## src/rtl/sist_pkg.sv

```systemverilog
// shared types and codes for the sorted integer set table
package sist_pkg;

    // width of the slot field of a request
    localparam int SLOT_W = 4;

    // width of a stored element
    localparam int DATA_W = 32;

    // request operation codes
    typedef enum logic [2:0] {
        ACT_INSERT = 3'd0,
        ACT_REMOVE = 3'd1,
        ACT_MEMBER = 3'd2,
        ACT_READ   = 3'd3,
        ACT_CLEAR  = 3'd4
    } t_action;

    // result status codes
    typedef enum logic [1:0] {
        ST_OK    = 2'd0,
        ST_MISS  = 2'd1,
        ST_FULL  = 2'd2,
        ST_RANGE = 2'd3
    } t_status;

    // sequencer states
    typedef enum logic [2:0] {
        S_IDLE,
        S_START,
        S_SCAN,
        S_SHIFT,
        S_PUT,
        S_RDWAIT,
        S_DONE
    } t_state;

    // outcome of one signed compare
    typedef struct packed {
        logic eq;
        logic gt;
    } t_cmp_res;

endpackage

```

## src/rtl/sist_cmp.sv

```systemverilog
// shared signed compare unit used for every entry visited by a scan
module sist_cmp
    import sist_pkg::*;
(
    input  logic [DATA_W-1:0] i_entry,
    input  logic [DATA_W-1:0] i_key,
    output t_cmp_res          o_res
);

    // equality and signed greater-than of entry against key
    always_comb begin
        o_res.eq = (i_entry == i_key);
        o_res.gt = ($signed(i_entry) > $signed(i_key));
    end

endmodule

```

## src/rtl/sist_mem.sv

```systemverilog
// element storage: one write port, one read port with registered data
module sist_mem
    import sist_pkg::*;
#(
    parameter int DEPTH = 16,
    parameter int AW    = 4
) (
    input  logic              i_clk,
    input  logic              i_we,
    input  logic [AW-1:0]     i_waddr,
    input  logic [DATA_W-1:0] i_wdata,
    input  logic [AW-1:0]     i_raddr,
    output logic [DATA_W-1:0] o_rdata
);

    logic [DATA_W-1:0] r_mem [DEPTH];
    logic [DATA_W-1:0] r_rdata;

    // write port
    always_ff @(posedge i_clk) begin
        if (i_we) begin
            r_mem[i_waddr] <= i_wdata;
        end
    end

    // registered read port
    always_ff @(posedge i_clk) begin
        r_rdata <= r_mem[i_raddr];
    end

    assign o_rdata = r_rdata;

endmodule

```

## src/rtl/sorted_integer_set_table.sv

```systemverilog
// sorted integer set table: top level with sequencer and result register
//
//  channel   direction  handshake            payload
//  request   in         i_valid / o_stall    i_action, i_value, i_slot
//  result    out        o_valid / i_stall    o_status, o_element, o_set_count
//
// One request at a time. A request is worked in
// one linear scan of the held entries through the single read port of the
// element memory, then for insert or remove one move pass over the entries
// behind the position, one entry per cycle. Read at index, clear and unused
// codes skip the scan. Reset is synchronous, active low, and empties
// the set. A stalled result waits in the output register while the next
// request is already worked on; the request side stalls until then.
module sorted_integer_set_table
    import sist_pkg::*;
#(
    parameter int CAPACITY = 16
) (
    input  logic                                i_clk,
    input  logic                                i_rst_n,
    input  logic                                i_valid,
    output logic                                o_stall,
    input  logic [2:0]                          i_action,
    input  logic signed [DATA_W-1:0]            i_value,
    input  logic [SLOT_W-1:0]                   i_slot,
    output logic                                o_valid,
    input  logic                                i_stall,
    output logic [1:0]                          o_status,
    output logic signed [DATA_W-1:0]            o_element,
    output logic [$clog2(CAPACITY+1)-1:0]       o_set_count
);

    localparam int AW = $clog2(CAPACITY);
    localparam int CW = $clog2(CAPACITY + 1);

    // control registers
    t_state            r_state, n_state;
    logic [CW-1:0]     r_count, n_count;
    logic              r_dv, n_dv;
    logic              r_issue, n_issue;
    logic              r_o_valid;

    // payload registers
    t_action           r_action, n_action;
    logic [DATA_W-1:0] r_value, n_value;
    logic [SLOT_W-1:0] r_slot, n_slot;
    t_status           r_status, n_status;
    logic [DATA_W-1:0] r_elem, n_elem;
    logic [CW-1:0]     r_ptr, n_ptr;
    logic [CW-1:0]     r_end, n_end;
    logic [CW-1:0]     r_cix, n_cix;
    logic [CW-1:0]     r_pos, n_pos;
    logic [AW-1:0]     r_wa, n_wa;
    t_status           r_o_status;
    logic [DATA_W-1:0] r_o_elem;
    logic [CW-1:0]     r_o_count;

    // memory port and compare unit
    logic              w_we;
    logic [AW-1:0]     w_waddr;
    logic [DATA_W-1:0] w_wdata;
    logic [AW-1:0]     w_raddr;
    logic [DATA_W-1:0] w_rdata;
    t_cmp_res          w_cmp;

    // scan and sequencing decisions
    logic              w_hit;
    logic              w_over;
    logic              w_more;
    logic              w_decide;
    logic [CW-1:0]     w_pos;
    logic              w_full;
    logic              w_pos_end;
    logic              w_rm_last;
    logic              w_in_range;
    logic              w_out_free;
    logic              w_load;
    logic [CW-1:0]     w_ptr_up;
    logic [CW-1:0]     w_ptr_dn;

    sist_mem #(
        .DEPTH (CAPACITY),
        .AW    (AW)
    ) u_mem (
        .i_clk   (i_clk),
        .i_we    (w_we),
        .i_waddr (w_waddr),
        .i_wdata (w_wdata),
        .i_raddr (w_raddr),
        .o_rdata (w_rdata)
    );

    sist_cmp u_cmp (
        .i_entry (w_rdata),
        .i_key   (r_value),
        .o_res   (w_cmp)
    );

    // scan outcome: hit on equal, stop early once entries pass the key
    assign w_hit      = r_dv & w_cmp.eq;
    assign w_over     = r_dv & ~w_cmp.eq & w_cmp.gt;
    assign w_more     = (r_ptr < r_count);
    assign w_decide   = w_hit | w_over | (~r_dv & ~w_more);
    assign w_pos      = (w_hit | w_over) ? r_cix : r_count;
    assign w_full     = (r_count == CW'(CAPACITY));
    assign w_pos_end  = (w_pos == r_count);
    assign w_rm_last  = ((w_pos + CW'(1)) == r_count);
    assign w_in_range = (32'(r_slot) < 32'(r_count));
    assign w_ptr_up   = r_ptr + CW'(1);
    assign w_ptr_dn   = r_ptr - CW'(1);

    // result register hand-off
    assign w_out_free = ~r_o_valid | ~i_stall;
    assign w_load     = (r_state == S_DONE) & w_out_free;

    // next state
    always_comb begin
        n_state = r_state;
        unique case (r_state)
            S_IDLE: begin
                if (i_valid) n_state = S_START;
            end
            S_START: begin
                case (r_action) inside
                    ACT_INSERT, ACT_REMOVE, ACT_MEMBER: n_state = S_SCAN;
                    ACT_READ: n_state = w_in_range ? S_RDWAIT : S_DONE;
                    default:  n_state = S_DONE;
                endcase
            end
            S_SCAN: begin
                if (w_decide) begin
                    case (r_action)
                        ACT_INSERT: begin
                            if (w_hit || w_full) n_state = S_DONE;
                            else if (w_pos_end)  n_state = S_PUT;
                            else                 n_state = S_SHIFT;
                        end
                        ACT_REMOVE: begin
                            if (!w_hit || w_rm_last) n_state = S_DONE;
                            else                     n_state = S_SHIFT;
                        end
                        default: n_state = S_DONE;
                    endcase
                end
            end
            S_SHIFT: begin
                if (!r_issue) n_state = (r_action == ACT_INSERT) ? S_PUT : S_DONE;
            end
            S_PUT:    n_state = S_DONE;
            S_RDWAIT: n_state = S_DONE;
            S_DONE: begin
                if (w_out_free) n_state = S_IDLE;
            end
            default:  n_state = S_IDLE;
        endcase
    end

    // datapath and memory control
    always_comb begin
        n_count  = r_count;
        n_dv     = r_dv;
        n_issue  = r_issue;
        n_action = r_action;
        n_value  = r_value;
        n_slot   = r_slot;
        n_status = r_status;
        n_elem   = r_elem;
        n_ptr    = r_ptr;
        n_end    = r_end;
        n_cix    = r_cix;
        n_pos    = r_pos;
        n_wa     = r_wa;
        w_we     = 1'b0;
        w_waddr  = r_wa;
        w_wdata  = w_rdata;
        w_raddr  = r_ptr[AW-1:0];
        unique case (r_state)
            S_IDLE: begin
                if (i_valid) begin
                    n_action = t_action'(i_action);
                    n_value  = i_value;
                    n_slot   = i_slot;
                    n_status = ST_OK;
                    n_elem   = '0;
                end
            end
            S_START: begin
                n_ptr   = '0;
                n_dv    = 1'b0;
                n_issue = 1'b0;
                case (r_action)
                    ACT_READ: begin
                        w_raddr = AW'(r_slot);
                        if (!w_in_range) n_status = ST_RANGE;
                    end
                    ACT_CLEAR: n_count = '0;
                    default: ;
                endcase
            end
            S_SCAN: begin
                if (w_decide) begin
                    n_dv  = 1'b0;
                    n_pos = w_pos;
                    case (r_action)
                        ACT_INSERT: begin
                            if (w_hit) begin
                                n_status = ST_MISS;
                            end else if (w_full) begin
                                n_status = ST_FULL;
                            end else if (!w_pos_end) begin
                                // move entries from the top down to the position
                                n_ptr   = r_count - CW'(1);
                                n_end   = w_pos;
                                n_issue = 1'b1;
                            end
                        end
                        ACT_REMOVE: begin
                            if (!w_hit) begin
                                n_status = ST_MISS;
                            end else if (w_rm_last) begin
                                n_count = r_count - CW'(1);
                            end else begin
                                // move entries above the position down by one
                                n_ptr   = w_pos + CW'(1);
                                n_end   = r_count - CW'(1);
                                n_issue = 1'b1;
                            end
                        end
                        default: n_status = w_hit ? ST_OK : ST_MISS;
                    endcase
                end else if (w_more) begin
                    n_ptr = w_ptr_up;
                    n_cix = r_ptr;
                    n_dv  = 1'b1;
                end else begin
                    n_dv = 1'b0;
                end
            end
            S_SHIFT: begin
                // write back the entry read in the previous cycle
                if (r_dv) w_we = 1'b1;
                if (r_issue) begin
                    n_dv = 1'b1;
                    n_wa = (r_action == ACT_INSERT) ? w_ptr_up[AW-1:0] : w_ptr_dn[AW-1:0];
                    if (r_ptr == r_end) begin
                        n_issue = 1'b0;
                    end else begin
                        n_ptr = (r_action == ACT_INSERT) ? w_ptr_dn : w_ptr_up;
                    end
                end else begin
                    n_dv = 1'b0;
                    if (r_action == ACT_REMOVE) n_count = r_count - CW'(1);
                end
            end
            S_PUT: begin
                w_we    = 1'b1;
                w_waddr = r_pos[AW-1:0];
                w_wdata = r_value;
                n_count = r_count + CW'(1);
            end
            S_RDWAIT: begin
                n_elem = w_rdata;
            end
            S_DONE: ;
            default: ;
        endcase
    end

    // control state
    always_ff @(posedge i_clk) begin
        if (!i_rst_n) begin
            r_state   <= S_IDLE;
            r_count   <= '0;
            r_dv      <= 1'b0;
            r_issue   <= 1'b0;
            r_o_valid <= 1'b0;
        end else begin
            r_state <= n_state;
            r_count <= n_count;
            r_dv    <= n_dv;
            r_issue <= n_issue;
            if (w_load)        r_o_valid <= 1'b1;
            else if (!i_stall) r_o_valid <= 1'b0;
        end
    end

    // working payload
    always_ff @(posedge i_clk) begin
        r_action <= n_action;
        r_value  <= n_value;
        r_slot   <= n_slot;
        r_status <= n_status;
        r_elem   <= n_elem;
        r_ptr    <= n_ptr;
        r_end    <= n_end;
        r_cix    <= n_cix;
        r_pos    <= n_pos;
        r_wa     <= n_wa;
    end

    // result register
    always_ff @(posedge i_clk) begin
        if (w_load) begin
            r_o_status <= r_status;
            r_o_elem   <= r_elem;
            r_o_count  <= r_count;
        end
    end

    assign o_stall     = (r_state != S_IDLE);
    assign o_valid     = r_o_valid;
    assign o_status    = r_o_status;
    assign o_element   = r_o_elem;
    assign o_set_count = r_o_count;

    // count never exceeds capacity
    a_count_cap: assert property (@(posedge i_clk) disable iff (!i_rst_n)
        r_count <= CW'(CAPACITY))
        else $error("set count above capacity");

    // memory writes only happen while moving entries or placing a new one
    a_write_phase: assert property (@(posedge i_clk) disable iff (!i_rst_n)
        w_we |-> (r_state == S_SHIFT || r_state == S_PUT))
        else $error("memory write outside move or place phase");

    // a nonzero element only comes with a successful read
    a_elem_ok: assert property (@(posedge i_clk) disable iff (!i_rst_n)
        (o_valid && o_element != '0) |-> (o_status == ST_OK))
        else $error("element returned with failing status");

    // count moves by one step or is cleared
    a_count_step: assert property (@(posedge i_clk) disable iff (!i_rst_n)
        (r_count != $past(r_count)) |->
            (r_count == $past(r_count) + CW'(1) || r_count == $past(r_count) - CW'(1)
             || r_count == '0))
        else $error("count changed by more than one");

endmodule
```

## config.mk

```make
export PLATFORM = sky130hd
export DESIGN_NAME = sorted_integer_set_table
export DESIGN_NICKNAME = d
export VERILOG_FILES = /design/src/rtl/sist_pkg.sv /design/src/rtl/sist_cmp.sv /design/src/rtl/sist_mem.sv /design/src/rtl/sorted_integer_set_table.sv
export SDC_FILE = /design/constraint.sdc
export NUM_CORES = 1
export LEC_CHECK = 0
export BUFFER_PORTS_ARGS = -buffer_cell sky130_fd_sc_hd__buf_4
export CORE_UTILIZATION = 45
export DETAILED_ROUTE_END_ITERATION = 7
export GPL_ROUTABILITY_DRIVEN = 0
export PLACE_DENSITY_LB_ADDON = 0.15
export SYNTH_ARGS = -nofsm -noshare
export SYNTH_HDL_FRONTEND = slang
export SYNTH_SLANG_ARGS = --single-unit
export TNS_END_PERCENT = 10
```

## constraint.sdc

```tcl
create_clock -name i_clk -period 10.2 [get_ports i_clk]
set_input_delay 0.51 -clock i_clk [delete_from_list [all_inputs] [get_ports i_clk]]
set_output_delay 0.51 -clock i_clk [all_outputs]
set_load 0.01 [all_outputs]
```

==> results of run 1 <==
[metal layers]
layer  vias to the layer above  wire length, um
li1                       8196                -
met5                         -                0
met4                         0             1720
met1                      8825            32600
met2                       577            33100
met3                       121             4320
[cells in the final DEF, fill, tap and decap left out, drive strengths merged, types with 34 or more instances in the layout]
cell and n:
a211oi 164, a21oi 105, a311oi 66, a31oi 74
and2 131, and3 34, buf 141, clkbuf 101
dfxtp 43, edfxtp 647, ha 45, inv 56
nand2 335, nor2 45, o21ai 59
[worst max-delay path: stages, from the launching register on]
cell	delay (ns)
edfxtp_1	0.33
inv_1	0.05
ha_1	0.31
nand4_1	0.26
or4_4	0.65
or3_1	0.50
nand2_1	0.28
mux2i_1	0.31
inv_1	0.12
ha_1	0.28
nand2_1	0.10
nor2_1	0.04
nor3_1	0.18
a211o_1	0.20
a2111oi_4	0.11
a41oi_1	0.27
o311ai_2	0.18
a221oi_1	0.75
[flip-flops by register name, indices dropped and copies added, names as in the netlist]
signal         flops
u_mem.r_mem      512
o_element         32
r_elem            32
r_value           32
u_mem.o_rdata     32
o_set_count        5
r_cix              5
r_count            5
r_end              5
r_ptr              5
r_pos              4
r_slot             4
r_wa               4
r_action           3
r_state            3
o_status           2
r_status           2
o_valid            1
r_dv               1
r_issue            1
[report_power, final]
group	switching [mW]	total [mW]	internal (mW)	leakage, nW
Clock	1.10	2.79	1.69	1.24
Sequential	0.186	4.06	3.88	6.23
Combinational	2.25	3.24	0.988	3.70
Total	3.53	10.1	6.55	11.2
[worst min path at each step]
stage / cells past startpoint / start / endpoint
floorplan: 0 / r_elem[0]$_SDFFCE_PN0P_ / o_element[0]$_DFFE_PP_
global placement: 0 / r_elem[2]$_SDFFCE_PN0P_ / o_element[2]$_DFFE_PP_
detailed placement: 0 / r_elem[12]$_SDFFCE_PN0P_ / o_element[12]$_DFFE_PP_
CTS: 1 / i_value[27] / r_value[27]$_DFFE_PP_
global route: 1 / i_value[4] / r_value[4]$_DFFE_PP_
finish: 1 / i_value[6] / r_value[6]$_DFFE_PP_
[metrics by stage]
step | hold slack [ns] | instances | util (%) | total power [mW] | setup slack [ns]
2_1_floorplan | 0.400 | 2116 | - | 6.23 | 5.55
3_3_place_gp | 0.402 | 2951 | 48.7 | 7.28 | 5.16
3_5_place_dp | 0.405 | 2951 | 48.7 | 7.33 | 5.05
4_1_cts | 0.0387 | 3088 | 52.8 | 10.1 | 4.96
5_1_grt | 0.0484 | 3088 | 52.8 | 10.6 | 4.58
6_report | 0.0659 | 3089 | 52.8 | 10.1 | 4.91
[cells by family (layout without fill, tap and decap cells)]
group	Yosys count	in the layout	share of synthesized area, %
buf+inv	198	333	2.64
flops	690	690	71.2
mux	13	13	0.470
xor+xnor	26	26	0.799
fa+ha+maj	45	45	1.98
simple gates	621	621	10.3
compound gates	523	523	12.6
other cells	0	1	0
[area by class of cell]
type                            instances  area [sq um]  share of cell area, %
Sequential cell                       690         20300                   61.8
Clock inverter                         36           482                   1.47
Inverter                               55           206                  0.629
Antenna cell                            1          2.50                0.00762
Timing Repair Buffer                  141          1080                   3.30
Tap cell                              837          1050                   3.19
Multi-Input combinational cell       1228          7650                   23.3
Clock buffer                          101          2080                   6.32
==> out/metrics.cfg, run 1 <==
[hold_path]
hold_path_class=input port to register

[worst_setup_path]
critPathLaunch=r_value[27]$_DFFE_PP_
path_class=register to register
crit_required_ns=10.44
path_max_fanout=8
cp-endpoint=r_ptr[2]$_DFFE_PP_
r2r_slack_ns=4.91
crit_path_end_kind=register
worst_ep_arrival_time_ns=5.52
ff2ff_path_depth=17
startpoint_type=register
r2r-start=r_value[27]$_DFFE_PP_
reg2reg_to=r_ptr[2]$_DFFE_PP_

[cts]
clock_latency_ns=0.62
cts_hold_buffers=0
cts_tree=built
clk_path_buf_depth=3
ctsResizeCount=0
cts_setup_buffers=0
clockRootBuffer=clkbuf_16
clkSinkCount=690
h-tree-depth=3
cts_buffers=74
clk_pin_slew_ns=0.06

[global_routing]
grt_pass1_vias=16800
grt_use_total_pct=22.4
grt_pass1_wl_mm=107
grt.overflow.total=0
antenna_found_initial=1
grt_busiest_layer=met2
use_met2_pct=35.2
grt_max_degree=164
grt_util_met1_pct=32.1
grt_use_met3_pct=3.33

[sta]
max_freq_mhz=189
period_minus_slack_ns=5.29
tightest_slew_ns=1.18
slew_viol_final=0
finalCritPeriodShare_pct=51.8
rsz0062_at_grt=no
slew_headroom_pct=20.7
setup_tns_ns=0
finalHoldViolCount=0
finClkSkew_ns=0.0288
setup_violations=0

[placement]
dpl.hpwl_mm=38.0
io_buffers=83
placed_area_sq_um=30300

[finish]
layout.nets=2278
fin_area_sq_um=32800
drive_above_1_share_pct=13.2
fillers=5218
syn_to_final_growth_pct=15.3

[synthesis]
yosysSeqAreaShare_pct=71.2
synth_warnings=0
synth_cell_type_count=64
synthTopCellsByCount=edfxtp_1, nand2_1, a211oi_1, clkbuf_1, and2_1
postSynthCellCount=2116
synth_area_per_cell_sq_um=13.5
yosys-top-cells-area=edfxtp_1, nand2_1, a211oi_1
syn-num-nets=2204
synthMostInstantiatedCell=edfxtp_1
synth_ff_type=edfxtp_1
synth_edf_count=647
ys_ff_latch=690
async_reset_ff_share_pct=0
synth_top_area_cell=edfxtp_1
synth_top_cell_area_share_pct=68.2
mappedNetlistArea_sq_um=28500

[route]
routed_wl_mm=71.7
viasPerCell=5.74
wire_per_inst_um=23.2
dr.pass1.iters=7
vias=17700
drtIter0Drc=1783
drt.antenna.violating_nets=0
drc_errors=0

[power_and_ir_drop]
p_leak_nw=11.2
power.density_nw_per_um2=307
ir_worst_vdd_mv=0.251

[status]
status=completed

[die]
start_util_pct=45.8
rows=91
die_x_um=254
core_sq_um=62200
pin_count=84
fp.dieH_um=254
dieArea_sq_um=64300

[flow_run]
maxCapViolCount=0

(Power assumes the default switching activity.)
==> run 2, diff against run 1 <==
clock period = 4.9 ns   (was 10.2 ns; I/O delays follow)
==> run 2 against run 1 <==
Effect of this change: hold slack improved by 0.20 ns; sequential power rose by 110%; die area did not move; highest routed layer unchanged; maximum frequency rose by 14%; utilization rose by 1.0 points.
==> out/metrics.cfg, run 2 (same netlist as run 1, synthesis figures left out) <==
[finish]
final_common_cell=edfxtp_1
largest_register=u_mem.r_mem
layout.nets=2358
drive_above_1_share_pct=14.0
syn_to_final_growth_pct=17.5
final_cell_mix=edfxtp_1, nand2_1, buf_4
antenna_cells=0
largest_reg_flops=512

[worst_setup_path]
worst_path_max_delay_cell=or3_4
cp-endpoint=r_issue$_SDFFE_PN0P_
critPathLaunch=r_value[14]$_DFFE_PP_
slowest_delay_ns=0.52
worst_ep_arrival_time_ns=5.14
startpoint_type=register
reg2reg_to=r_issue$_SDFFE_PN0P_
path_class=register to register
crit_family=compound AO/OA/AOI/OAI gates
crit_path_end_kind=register
r2r_slack_ns=0.25
critical_path_depth=19
crit_chain=inv_1 -> ha_1 -> nand4_1 -> or3_4 -> a21o_1 -> a31oi_1 -> o211ai_1 -> nand2_1 -> mux2i_1 -> inv_1 -> ha_1 -> xnor2_1 -> a211o_1 -> a2111oi_4 -> nand2_1 -> o311ai_4 -> buf_4 -> nor3_1 -> o311a_1
worst-path-buf-inv=3
path_max_fanout=5
crit_required_ns=5.40
ff2ff_path_depth=19
r2r-start=r_value[14]$_DFFE_PP_

[die]
dieArea_sq_um=64300
core_sq_um=62200
die_x_um=254
fp.dieH_um=254
start_util_pct=45.8
pin_count=84
rows=91

[power_and_ir_drop]
p_leak_nw=11.5
power.density_nw_per_um2=621
ir_worst_vdd_mv=0.400

[cts]
clk_pin_slew_ns=0.06
clkSinkCount=690
h-tree-depth=3
cts_buffers=73
clockRootBuffer=clkbuf_16
clock_latency_ns=0.61
clk_path_buf_depth=3
cts_tree=built
cts_setup_buffers=0

[placement]
io_buffers=83
dpl.hpwl_mm=41.2

[sta]
period_minus_slack_ns=4.65
finalCritPeriodShare_pct=94.8
slew_headroom_pct=23.5
finalHoldViolCount=0
max_freq_mhz=215
setup_violations=0
setup_tns_ns=0
slew_viol_final=0
tightest_slew_ns=1.14
holdWs_ns=0.267
finClkSkew_ns=0.0204

[route]
drtIter0Drc=1432
viasPerCell=5.74
vias=18200
routed_wl_mm=73.2
drt.antenna.violating_nets=0
wire_per_inst_um=23.1
drc_errors=0
dr.pass1.iters=5

[global_routing]
grt_pass1_wl_mm=109
grt_use_total_pct=22.8
grt_pass1_vias=17300
grt.overflow.total=0
grt_max_degree=111
antenna_found_initial=0

[flow_run]
maxCapViolCount=0

[status]
status=completed

[hold_path]
hold_path_class=input port to register

run 2: how the worst min path moves through the flow:
stage                             startpoint                      end  slack [ns]  cells past startpoint
finish                               i_valid  r_state[0]$_SDFFE_PN0P_        0.27                      5
global route                       i_slot[2]      r_slot[2]$_DFFE_PP_        0.34                      2
CTS                                  i_valid  r_state[0]$_SDFFE_PN0P_        0.24                      5
detailed placement  r_elem[25]$_SDFFCE_PN0P_  o_element[25]$_DFFE_PP_        0.40                      0
global placement     r_elem[3]$_SDFFCE_PN0P_   o_element[3]$_DFFE_PP_        0.40                      0
floorplan                        i_action[0]    r_action[0]$_DFFE_PP_        0.34                      0
run 2: layout make-up:
type / count / area, sq um
Clock buffer: 101 / 2020
Clock inverter: 32 / 238
Fill cell: 5135 / 28700
Inverter: 55 / 206
Multi-Input combinational cell: 1228 / 7700
Sequential cell: 690 / 20300
Tap cell: 837 / 1050
Timing Repair Buffer: 222 / 1980
run 2: per-layer routing:
layer  up-vias  share of wire (%)  GRT usage, %
met1      9127                 45          32.3
met2       561                 47          36.9
met3       105                5.7          2.90
li1       8366                  -             -
met4         0                2.0          6.68
met5         -                  0             0
run 2: power by group:
group / internal, mW / total [mW] / switching, mW
logic: 2.30 / 7.10 / 4.80
registers: 8.06 / 8.44 / 0.375
clock network: 3.04 / 5.27 / 2.23
total: 13.4 / 20.8 / 7.40
run 2: worst min-delay path: stages:
cell and delay (ns):
buf_4 0.12, nor4_1 0.18, a21oi_1 0.07, nand2_1 0.10, a221oi_1 0.08
run 2: stage by stage:
stage	instance area [sq um]	utilization [%]	instances	total power, mW	setup WS, ns
floorplan	28500	-	2116	13.0	0.253
global placement	30800	49.5	2991	15.4	0.179
detailed placement	30800	49.5	2991	15.6	0.0407
CTS	33400	53.8	3165	20.8	0.0295
global route	33500	53.9	3165	21.9	-0.00668
finish	33500	53.9	3165	20.8	0.254
run 2: what timing repair did:
action,4_1_cts,5_1_grt
endpoints found under the hold margin,42,0
hold buffers,41,0
gates resized for setup,0,7
endpoints found under the setup margin,0,14
